$ cat src/rtl/core/bresenham_line_rasterizer_top_assert.svh
// ----------------------------------------------------------------------------
// Assertion macros for the line rasterizer.
// Each macro expands to one labeled concurrent assertion, checked on the
// rising clock edge and switched off while reset is asserted.
// ----------------------------------------------------------------------------
`ifndef BRESENHAM_LINE_RASTERIZER_TOP_ASSERT_SVH
`define BRESENHAM_LINE_RASTERIZER_TOP_ASSERT_SVH

// Condition in the same cycle implies the consequence in the same cycle.
`define BLR_ASSERT_SAME(label, clk, rst_n, ante, cons, msg) \
    label: assert property (@(posedge clk) disable iff (!rst_n) (ante) |-> (cons)) \
        else $error(msg);

// Condition in one cycle implies the consequence in the next cycle.
`define BLR_ASSERT_NEXT(label, clk, rst_n, ante, cons, msg) \
    label: assert property (@(posedge clk) disable iff (!rst_n) (ante) |=> (cons)) \
        else $error(msg);

`endif

$ cat src/rtl/core/blr_pkg.sv
// ----------------------------------------------------------------------------
// blr_pkg
// Types and constants shared by the line rasterizer: operation codes,
// configuration register indexes, register widths and reset values.
// ----------------------------------------------------------------------------
package blr_pkg;

    // Operation carried by an input transaction.
    typedef enum logic {
        OP_LOAD    = 1'b0,
        OP_ADVANCE = 1'b1
    } op_t;

    // Configuration port geometry.
    localparam int CFG_INDEX_W = 3;
    localparam int CFG_DATA_W  = 32;

    // Configuration register indexes.
    localparam logic [CFG_INDEX_W-1:0] CFG_BASE_ADDRESS    = 3'd0;
    localparam logic [CFG_INDEX_W-1:0] CFG_SCREEN_WIDTH    = 3'd1;
    localparam logic [CFG_INDEX_W-1:0] CFG_SCREEN_HEIGHT   = 3'd2;
    localparam logic [CFG_INDEX_W-1:0] CFG_ROW_STRIDE      = 3'd3;
    localparam logic [CFG_INDEX_W-1:0] CFG_BYTES_PER_PIXEL = 3'd4;

    // Field widths.
    localparam int ADDR_W   = 32;
    localparam int COLOUR_W = 32;
    localparam int SIZE_W   = 13;
    localparam int STRIDE_W = 16;
    localparam int BPP_W    = 3;

    // Register reset values.
    localparam logic [ADDR_W-1:0]   BASE_ADDRESS_RST    = 32'd0;
    localparam logic [SIZE_W-1:0]   SCREEN_WIDTH_RST    = 13'd1024;
    localparam logic [SIZE_W-1:0]   SCREEN_HEIGHT_RST   = 13'd768;
    localparam logic [STRIDE_W-1:0] ROW_STRIDE_RST      = 16'd4096;
    localparam logic [BPP_W-1:0]    BYTES_PER_PIXEL_RST = 3'd4;

endpackage

$ cat src/rtl/core/bresenham_line_rasterizer_top.sv
// A pixel is registered on the output in the cycle after its advance is accepted.
// Throughput: one input transaction per cycle while in_stall is low; one Bresenham
// step per advance, set by the error-term add and two compares on the line state registers.
// A load produces no pixel; an advance while idle is dropped.
// Reset (rst_n low, asynchronous) idles the line, empties the output register
// and returns the configuration registers to their documented defaults.
// ----------------------------------------------------------------------------
// bresenham_line_rasterizer_top
// Integer Bresenham line rasterizer. A load latches two endpoints and a
// colour; each advance on an active line emits one pixel with its framebuffer
// byte address, a visibility flag and a last-pixel flag.
// ----------------------------------------------------------------------------
`include "bresenham_line_rasterizer_top_assert.svh"

module bresenham_line_rasterizer_top #(
    parameter int COORD_BITS = 12
) (
    input  logic                               clk,
    input  logic                               rst_n,

    // Configuration write port
    input  logic                               cfg_write_en,
    input  logic [blr_pkg::CFG_INDEX_W-1:0]    cfg_index,
    input  logic [blr_pkg::CFG_DATA_W-1:0]     cfg_data,

    // Input channel
    input  logic                               in_valid,
    output logic                               in_stall,
    input  blr_pkg::op_t                       operation,
    input  logic [COORD_BITS-1:0]              start_x,
    input  logic [COORD_BITS-1:0]              start_y,
    input  logic [COORD_BITS-1:0]              finish_x,
    input  logic [COORD_BITS-1:0]              finish_y,
    input  logic [blr_pkg::COLOUR_W-1:0]       colour_word,

    // Output channel
    output logic                               out_valid,
    input  logic                               out_stall,
    output logic [COORD_BITS-1:0]              pixel_x,
    output logic [COORD_BITS-1:0]              pixel_y,
    output logic [blr_pkg::ADDR_W-1:0]         byte_address,
    output logic [blr_pkg::COLOUR_W-1:0]       pixel_colour,
    output logic                               visible,
    output logic                               last_pixel
);

    import blr_pkg::*;

    localparam int CW    = COORD_BITS;
    localparam int EW    = COORD_BITS + 2;
    localparam int CMP_W = (COORD_BITS > SIZE_W) ? COORD_BITS : SIZE_W;

    // Configuration registers
    logic [ADDR_W-1:0]   base_address_reg;
    logic [SIZE_W-1:0]   screen_width_reg;
    logic [SIZE_W-1:0]   screen_height_reg;
    logic [STRIDE_W-1:0] row_stride_reg;
    logic [BPP_W-1:0]    bytes_per_pixel_reg;

    // Line state
    logic                 line_active_reg, line_active_next;
    logic [CW-1:0]        cursor_x_reg, cursor_x_next;
    logic [CW-1:0]        cursor_y_reg, cursor_y_next;
    logic [CW-1:0]        target_x_reg, target_x_next;
    logic [CW-1:0]        target_y_reg, target_y_next;
    logic [CW-1:0]        delta_x_reg, delta_x_next;
    logic signed [CW:0]   neg_delta_y_reg, neg_delta_y_next;
    logic                 step_x_neg_reg, step_x_neg_next;
    logic                 step_y_neg_reg, step_y_neg_next;
    logic signed [EW-1:0] error_reg, error_next;
    logic [COLOUR_W-1:0]  pen_colour_reg, pen_colour_next;

    // Output register
    logic                 out_valid_reg, out_valid_next;
    logic [CW-1:0]        pixel_x_reg;
    logic [CW-1:0]        pixel_y_reg;
    logic [ADDR_W-1:0]    byte_address_reg;
    logic [COLOUR_W-1:0]  pixel_colour_reg;
    logic                 visible_reg;
    logic                 last_pixel_reg;

    // Datapath signals
    logic                 in_accept;
    logic                 produce;
    logic                 at_target;
    logic [CW-1:0]        load_dx;
    logic [CW-1:0]        load_dy;
    logic signed [CW:0]   load_neg_dy;
    logic signed [EW:0]   error_x2;
    logic                 step_x;
    logic                 step_y;
    logic [CW+STRIDE_W-1:0] row_offset;
    logic [CW+BPP_W-1:0]  col_offset;
    logic [ADDR_W-1:0]    pixel_address;
    logic                 pixel_visible;

    // Handshake: only a full output register that is being held stalls the input.
    assign in_stall  = out_valid_reg && out_stall;
    assign in_accept = in_valid && !in_stall;
    assign produce   = in_accept && (operation == OP_ADVANCE) && line_active_reg;

    // Configuration writes.
    always_ff @(posedge clk or negedge rst_n)
    begin
        if (!rst_n)
        begin
            base_address_reg    <= BASE_ADDRESS_RST;
            screen_width_reg    <= SCREEN_WIDTH_RST;
            screen_height_reg   <= SCREEN_HEIGHT_RST;
            row_stride_reg      <= ROW_STRIDE_RST;
            bytes_per_pixel_reg <= BYTES_PER_PIXEL_RST;
        end
        else if (cfg_write_en)
        begin
            unique case (cfg_index)
                CFG_BASE_ADDRESS:    base_address_reg    <= cfg_data[ADDR_W-1:0];
                CFG_SCREEN_WIDTH:    screen_width_reg    <= cfg_data[SIZE_W-1:0];
                CFG_SCREEN_HEIGHT:   screen_height_reg   <= cfg_data[SIZE_W-1:0];
                CFG_ROW_STRIDE:      row_stride_reg      <= cfg_data[STRIDE_W-1:0];
                CFG_BYTES_PER_PIXEL: bytes_per_pixel_reg <= cfg_data[BPP_W-1:0];
                default:             ;
            endcase
        end
    end

    // Endpoint distances for a load.
    assign load_dx     = (start_x > finish_x) ? (start_x - finish_x) : (finish_x - start_x);
    assign load_dy     = (start_y > finish_y) ? (start_y - finish_y) : (finish_y - start_y);
    assign load_neg_dy = -$signed({1'b0, load_dy});

    // Bresenham step decisions, both taken from the current error term.
    assign at_target = (cursor_x_reg == target_x_reg) && (cursor_y_reg == target_y_reg);
    assign error_x2  = {error_reg, 1'b0};
    assign step_x    = error_x2 >= (EW+1)'(neg_delta_y_reg);
    assign step_y    = error_x2 <= $signed({3'b000, delta_x_reg});

    // Pixel address and clipping for the current cursor.
    assign row_offset    = cursor_y_reg * row_stride_reg;
    assign col_offset    = cursor_x_reg * bytes_per_pixel_reg;
    assign pixel_address = base_address_reg + ADDR_W'(row_offset) + ADDR_W'(col_offset);
    assign pixel_visible = (CMP_W'(cursor_x_reg) < CMP_W'(screen_width_reg)) &&
                           (CMP_W'(cursor_y_reg) < CMP_W'(screen_height_reg));

    // Next state of the line.
    always_comb
    begin
        line_active_next = line_active_reg;
        cursor_x_next    = cursor_x_reg;
        cursor_y_next    = cursor_y_reg;
        target_x_next    = target_x_reg;
        target_y_next    = target_y_reg;
        delta_x_next     = delta_x_reg;
        neg_delta_y_next = neg_delta_y_reg;
        step_x_neg_next  = step_x_neg_reg;
        step_y_neg_next  = step_y_neg_reg;
        error_next       = error_reg;
        pen_colour_next  = pen_colour_reg;
        out_valid_next   = produce || (out_valid_reg && out_stall);

        if (in_accept)
        begin
            unique case (operation)
                OP_LOAD:
                begin
                    line_active_next = 1'b1;
                    cursor_x_next    = start_x;
                    cursor_y_next    = start_y;
                    target_x_next    = finish_x;
                    target_y_next    = finish_y;
                    delta_x_next     = load_dx;
                    neg_delta_y_next = load_neg_dy;
                    step_x_neg_next  = !(start_x < finish_x);
                    step_y_neg_next  = !(start_y < finish_y);
                    error_next       = $signed({2'b00, load_dx}) + EW'(load_neg_dy);
                    pen_colour_next  = colour_word;
                end
                OP_ADVANCE:
                begin
                    if (line_active_reg)
                    begin
                        if (at_target)
                        begin
                            line_active_next = 1'b0;
                        end
                        else
                        begin
                            error_next = error_reg
                                       + (step_x ? EW'(neg_delta_y_reg) : EW'(0))
                                       + (step_y ? $signed({2'b00, delta_x_reg}) : EW'(0));
                            if (step_x)
                            begin
                                cursor_x_next = step_x_neg_reg ? (cursor_x_reg - 1'b1)
                                                               : (cursor_x_reg + 1'b1);
                            end
                            if (step_y)
                            begin
                                cursor_y_next = step_y_neg_reg ? (cursor_y_reg - 1'b1)
                                                               : (cursor_y_reg + 1'b1);
                            end
                        end
                    end
                end
                default: ;
            endcase
        end
    end

    // Line state registers.
    always_ff @(posedge clk or negedge rst_n)
    begin
        if (!rst_n)
        begin
            line_active_reg <= 1'b0;
            cursor_x_reg    <= '0;
            cursor_y_reg    <= '0;
            target_x_reg    <= '0;
            target_y_reg    <= '0;
            delta_x_reg     <= '0;
            neg_delta_y_reg <= '0;
            step_x_neg_reg  <= 1'b0;
            step_y_neg_reg  <= 1'b0;
            error_reg       <= '0;
            pen_colour_reg  <= '0;
            out_valid_reg   <= 1'b0;
        end
        else
        begin
            line_active_reg <= line_active_next;
            cursor_x_reg    <= cursor_x_next;
            cursor_y_reg    <= cursor_y_next;
            target_x_reg    <= target_x_next;
            target_y_reg    <= target_y_next;
            delta_x_reg     <= delta_x_next;
            neg_delta_y_reg <= neg_delta_y_next;
            step_x_neg_reg  <= step_x_neg_next;
            step_y_neg_reg  <= step_y_neg_next;
            error_reg       <= error_next;
            pen_colour_reg  <= pen_colour_next;
            out_valid_reg   <= out_valid_next;
        end
    end

    // Result payload, loaded only when a pixel transaction is produced.
    always_ff @(posedge clk)
    begin
        if (produce)
        begin
            pixel_x_reg      <= cursor_x_reg;
            pixel_y_reg      <= cursor_y_reg;
            byte_address_reg <= pixel_address;
            pixel_colour_reg <= pen_colour_reg;
            visible_reg      <= pixel_visible;
            last_pixel_reg   <= at_target;
        end
    end

    assign out_valid    = out_valid_reg;
    assign pixel_x      = pixel_x_reg;
    assign pixel_y      = pixel_y_reg;
    assign byte_address = byte_address_reg;
    assign pixel_colour = pixel_colour_reg;
    assign visible      = visible_reg;
    assign last_pixel   = last_pixel_reg;

    // Checks on the line sequencing and the output register.
    `BLR_ASSERT_SAME(a_stall_needs_full, clk, rst_n, in_stall, out_valid_reg, "input stalled while output register empty")
    `BLR_ASSERT_NEXT(a_pixel_lands, clk, rst_n, produce, out_valid_reg, "produced pixel did not reach the output register")
    `BLR_ASSERT_NEXT(a_load_arms, clk, rst_n, in_accept && (operation == OP_LOAD), line_active_reg, "load did not arm the line")
    `BLR_ASSERT_NEXT(a_last_ends_line, clk, rst_n, produce && at_target, !line_active_reg && last_pixel_reg, "final pixel did not end the line")

endmodule

$ cat config.mk
export PLATFORM = sky130hd
export DESIGN_NAME = bresenham_line_rasterizer_top
export DESIGN_NICKNAME = d
export VERILOG_FILES = /design/src/rtl/core/blr_pkg.sv /design/src/rtl/core/bresenham_line_rasterizer_top.sv
export VERILOG_INCLUDE_DIRS = /design/src /design/src/rtl/core
export SDC_FILE = /design/constraint.sdc
export NUM_CORES = 1
export LEC_CHECK = 0
export BUFFER_PORTS_ARGS = -buffer_cell sky130_fd_sc_hd__buf_2
export CAP_MARGIN = 20
export CORE_ASPECT_RATIO = 0.75
export CORE_MARGIN = 2
export CORE_UTILIZATION = 30
export CTS_CLUSTER_SIZE = 28
export DETAILED_ROUTE_END_ITERATION = 10
export PLACE_DENSITY = 0.44
export SYNTH_ARGS = -nofsm -noshare
export SYNTH_HDL_FRONTEND = slang
export SYNTH_SLANG_ARGS = --single-unit
$ cat constraint.sdc
create_clock -name clk -period 9.6 [get_ports clk]
set_input_delay 1.92 -clock clk [delete_from_list [all_inputs] [get_ports clk]]
set_output_delay 1.92 -clock clk [all_outputs]
set_load 0.02 [all_outputs]
# [Word-level counts from Yosys, hierarchy flattened]
# Cells that the tools add are included.
[op_classes] addsub=14 multipliers=2 magnitude_cmp=8 eq_ne=10 mux=20 n_bitwise=1 reduce_logical=20
[ops] operator="$mux W12" count=11
[ops] operator="$pmux W12 S2" count=2
[ops] operator="$sub A12 B12 Y12" count=4
[ops] operator="$mux W14" count=3
[ops] operator="$add A32 B15 Y32" count=1
[ops] operator="$add A32 B28 Y32" count=1
[ops] operator="$mul A12 B16 Y28" count=1
[ops] operator="$pmux W14 S2" count=1
[ops] operator="$lt A12 B13 Y1" count=2
[ops] operator="$add A12 B1 Y12 const B" count=2
[ops] operator="$eq A12 B12 Y1" count=2
[ops] operator="$gt A12 B12 Y1" count=2
[ops] operator="$lt A12 B12 Y1" count=2
[ops] operator="$sub A12 B1 Y12 const B" count=2
[ops] operator="$ge A15 B13 Y1" count=1
[ops] operator="$le A15 B13 Y1" count=1
[ops] operator="$mul A12 B3 Y15" count=1
[ops] operator="$add A13 B13 Y14" count=1
[ops] operator="$add A14 B13 Y14" count=1
[ops] operator="$add A14 B14 Y14" count=1
[ops] operator="$neg A12 Y13" count=1
[ops] operator="$reduce_and A2 Y1" count=6
[ops] operator="$reduce_and A4 Y1" count=2
[ops] operator="$eq A3 B2 Y1 const B" count=2
[ops] operator="12 further kinds" count=22
[word_totals] register_bits=290 in_bits=121 out_inout_bits=92 elab_cells=98

# [Longest topological paths before layout]
[logic_depth] word_depth=7 ltp_mapped=26 depth_no_buf=25

# [Worst setup path before layout]
# Ideal clock, no wire load.
[synth_timing] kind="input to register" from="in operation" to="reg byte_address_reg[0] (netlist: byte_address[0]) (enable)" setup_ns=0.539 arrival_time_ns=6.419 required_ns=9.061 slack_ns=2.642 stages=5 path_buffers=3 cell_sequence="clkbuf_1 inv_1 clkbuf_1 clkbuf_1 nor2_1"
[synth_between] elab_chain_cells=2
[synth_lines] element="from (decl)" line_no="bresenham_line_rasterizer_top.sv:29" rtl="input blr_pkg::op_t operation,"
[synth_lines] element="$logic_and A1 B1 Y1 (2 in a row)" line_no="bresenham_line_rasterizer_top.sv:100" rtl="assign produce = in_accept && (operation == OP_ADVANCE) && line_active_reg;"
[synth_lines] element="via produce" line_no="bresenham_line_rasterizer_top.sv:84" rtl="logic produce;"
[synth_lines] element="to (signal assigned)" line_no="bresenham_line_rasterizer_top.sv:250" rtl="byte_address_reg <= pixel_address;"
[synth_lines] element="to (decl)" line_no="bresenham_line_rasterizer_top.sv:77" rtl="logic [ADDR_W-1:0] byte_address_reg;"
# The timed path passes the listed nets, and every way through them passes these cells.
# A chain may end at the register's enable or synchronous reset.

# [Final worst setup path]
[layout_timing] from="reg cursor_y_reg[3]" to="reg byte_address_reg[30] (netlist: byte_address[30]), data pin"
[layout_between] elab_chain_cells=3
[layout_lines] element="from (decl)" line_no="bresenham_line_rasterizer_top.sv:63" rtl="logic [CW-1:0] cursor_y_reg, cursor_y_next;"
[layout_lines] element="from (signal assigned)" line_no="bresenham_line_rasterizer_top.sv:230" rtl="cursor_y_reg <= cursor_y_next;"
[layout_lines] element="$mul A12 B16 Y28" line_no="bresenham_line_rasterizer_top.sv:138" rtl="assign row_offset = cursor_y_reg * row_stride_reg;"
[layout_lines] element="$add A32 B28 Y32" line_no="bresenham_line_rasterizer_top.sv:140" rtl="assign pixel_address = base_address_reg + ADDR_W'(row_offset) + ADDR_W'(col_offset);"
[layout_lines] element="$add A32 B15 Y32" line_no="bresenham_line_rasterizer_top.sv:140"
[layout_lines] element="via pixel_address[30]" line_no="bresenham_line_rasterizer_top.sv:94" rtl="logic [ADDR_W-1:0] pixel_address;"
# The timed path passes the listed nets, and every way through them passes these cells.

==> reports/metrics.csv <==
stage,metric,value,unit
layout,area_growth,14.32,%
layout,diodes,0,
hold_path,hp-start,pen_colour_reg[30],
clock_network,h-tree-depth,2,
drt,drc,0,
synth,ys.flop_type,dfrtp_1,
setup_path,cp_max_fo,21,
clock_network,postCtsSetupBuffers,0,
placed_design,place_inst,3859,
synth,synth_area_per_cell,9.627,µm²
sta,setup_viol,0,
setup_path,timing.rr.start,cursor_y_reg[3],
synth,ys_seq_area_share,30.76,%
setup_path,reg2reg_depth,20,
sta,fmax,0.1298,GHz
layout,nets,3362,
sta,fin_ws,1893,ps
global_route,track_usage,17.63,%
clock_network,cts_tree,done,
setup_path,crit_required,9930,ps
synth,synth_area_leader_cell,dfrtp_1,
sta,slew_headroom,26.41,%
clock_network,clk_pin_slew,60,ps
drt,wl,74.94,mm
floorplan,placementRows,91,
sta,skew,24.13,ps
placed_design,dp_hpwl,57.17,mm
synth,synth_nets,3184,
global_route,antenna_found_initial,7,
placed_design,port_buffers,212,
setup_path,reg2reg_slack,1890,ps
setup_path,r2r-end,byte_address[30],
layout,fill_cells,8488,
placed_design,place_area,27330,µm²
sta,fin_tns_setup,0,ps
synth,syn_inst,2605,
global_route,grt_pass1_vias,19150,
synth,synth_common_cells,"inv_1, nand2_1, ha_1, fa_1, dfrtp_1",
synth,synth-edff-count,90,
clock_network,cts_root_buffer,clkbuf_16,
setup_path,critPathKind,register to register,
sta,hold_viol_final,0,
placed_design,preCtsSetupSlack,1960,ps
setup_path,startpoint_type,register,
global_route,grt_pass1_wl,115.9,mm
hold_path,hold_class,register to register,
floorplan,dieHeight,254.4,µm
floorplan,die_w,337.9,µm
drt,vias_per_cell,4.708,
global_route,grt_start_max_net_pins,118,
clock_network,clockBufferDepth,3,
clock_network,cts_buffers,38,
setup_path,worstSetupStartpoint,cursor_y_reg[3],
sta,tightestPinTransition,1104,ps
sta,period_needed,7707,ps
clock_network,cts_hold_buf,0,
synth,synthArstFlopShare,68.97,%
drt,wl_per_cell,19.07,µm
synth,yosysMostFrequentCell,inv_1,
drt,first_iter_violations,1085,
clock_network,ctsResizeCount,0,
sta,min_period_over_period,80.28,%
status,outcome,completed,
clock_network,clk_latency,600,ps
hold_path,hold-path-endpoint,pixel_colour[30],
synth,synth_cell_type_count,80,
floorplan,initial_utilization,30.38,%
sta,report.final.slew_viol_count,0,
floorplan,die_area,85950,µm²
synth,yosysWarnings,0,
layout,design_area,28670,µm²
global_route,grt_overflow,0,
setup_path,end_kind,register,
synth,ys_ff_latch,290,
layout,fin_cells,3929,
layout,drive_gt1_share,13.94,%
floorplan,coreArea,82550,µm²
flow_run,drv_cap,0,
drt,dr.pass1.iters,7,
clock_network,clock_sinks,290,
synth,synth_top_area_share,19.46,%
hold_path,hold_depth,0,
sta,rsz0062_at_grt,false,
drt,route.vias.total,18500,
synth,synth_area_leaders,"dfrtp_1, fa_1, ha_1",
setup_path,cp_data_arrival_time,8040,ps
drt,drtAntennaViolNets,0,
placed_design,place.gp.congestion,0.8587,
synth,syn_area,25080,µm²
floorplan,ios,213,
[worst max-delay path by stage]
| stage | slack, ps | endpoint | cells after the start |
|---|---|---|---|
| 3_5_place_dp | 1960 | byte_address[30] | 20 |
| 3_3_place_gp | 1890 | byte_address[30] | 20 |
| 6_report | 1890 | byte_address[30] | 20 |
| 4_1_cts | 1910 | byte_address[30] | 20 |
| 2_1_floorplan | 2640 | byte_address[0] | 5 |
| 5_1_grt | 1310 | byte_address[30] | 20 |
[through the flow]
stage               hold slack, ps  util [%]
finish                       445.3     34.73
detailed placement           431.8     33.11
global placement             428.2     33.11
global route                 453.0     34.73
floorplan                    423.1         -
CTS                          444.8     34.73
[worst max-delay path, stage by stage (launching register included)]
cell       delay [ps]
dfrtp_1          1040
nand2_1           180
fa_1              540
fa_1              520
inv_1              60
fa_1              580
fa_1              450
fa_1              490
inv_1              50
fa_1              530
inv_1              40
ha_1              380
a2111oi_0         480
o211ai_1          210
a21oi_1           280
o31ai_1           270
a31oi_1           370
o21ai_0           210
o31ai_1           430
mux2i_1           250
nand2_1            80
[logic make-up after synthesis]
group,after synthesis,synth area share [%]
and+or+nand+nor,746,13.96
buffers and inverters,480,7.394
adders and majority gates,458,29.47
AOI/OAI and AO/OA,430,10.65
DFF,290,30.76
xor gates and xnor gates,113,3.947
muxes,88,3.822
[routing by layer]
layer | vias up | routed length [µm] | GRT usage [%]
met2 | 421 | 32040 | 26.42
met3 | 69 | 3617 | 2.684
met1 | 9125 | 37930 | 26.68
met4 | 6 | 1317 | 3.670
li1 | 8878 | - | -
met5 | - | 38 | 0
[placed cells by master, fill, tap and decap left out, drive strengths merged, types with 9 or more instances in the layout]
cell type,instances
a211oi,12
clkinv,12
dfrtp,195
clkbuf,46
xor2,46
mux2,62
a21o,46
a21oi,113
and2,123
fa,221
nor2b,32
nor2,76
nand4,10
o211ai,10
and3,11
nor3,36
mux2i,26
nor4,9
nand2b,15
nand3,25
o21bai,10
xnor2,67
inv,392
o21a,14
ha,237
o21ai,149
edfxtp,90
nand2,385
buf,230
o22ai,9
[area by class of cell]
type	count	area, µm²	share of cell area [%]
clock inverters	25	310.3	1.082
clock buffers	45	1028	3.588
multi-input cells	1835	15540	54.21
flip-flops and latches	290	7714	26.91
well taps	1116	1396	4.871
repair buffers	231	1225	4.273
inverters	387	1453	5.067
Power is left out: the tool's default activity adds up to more than one toggle a clock period on the data nets, which glitch-free logic cannot reach.
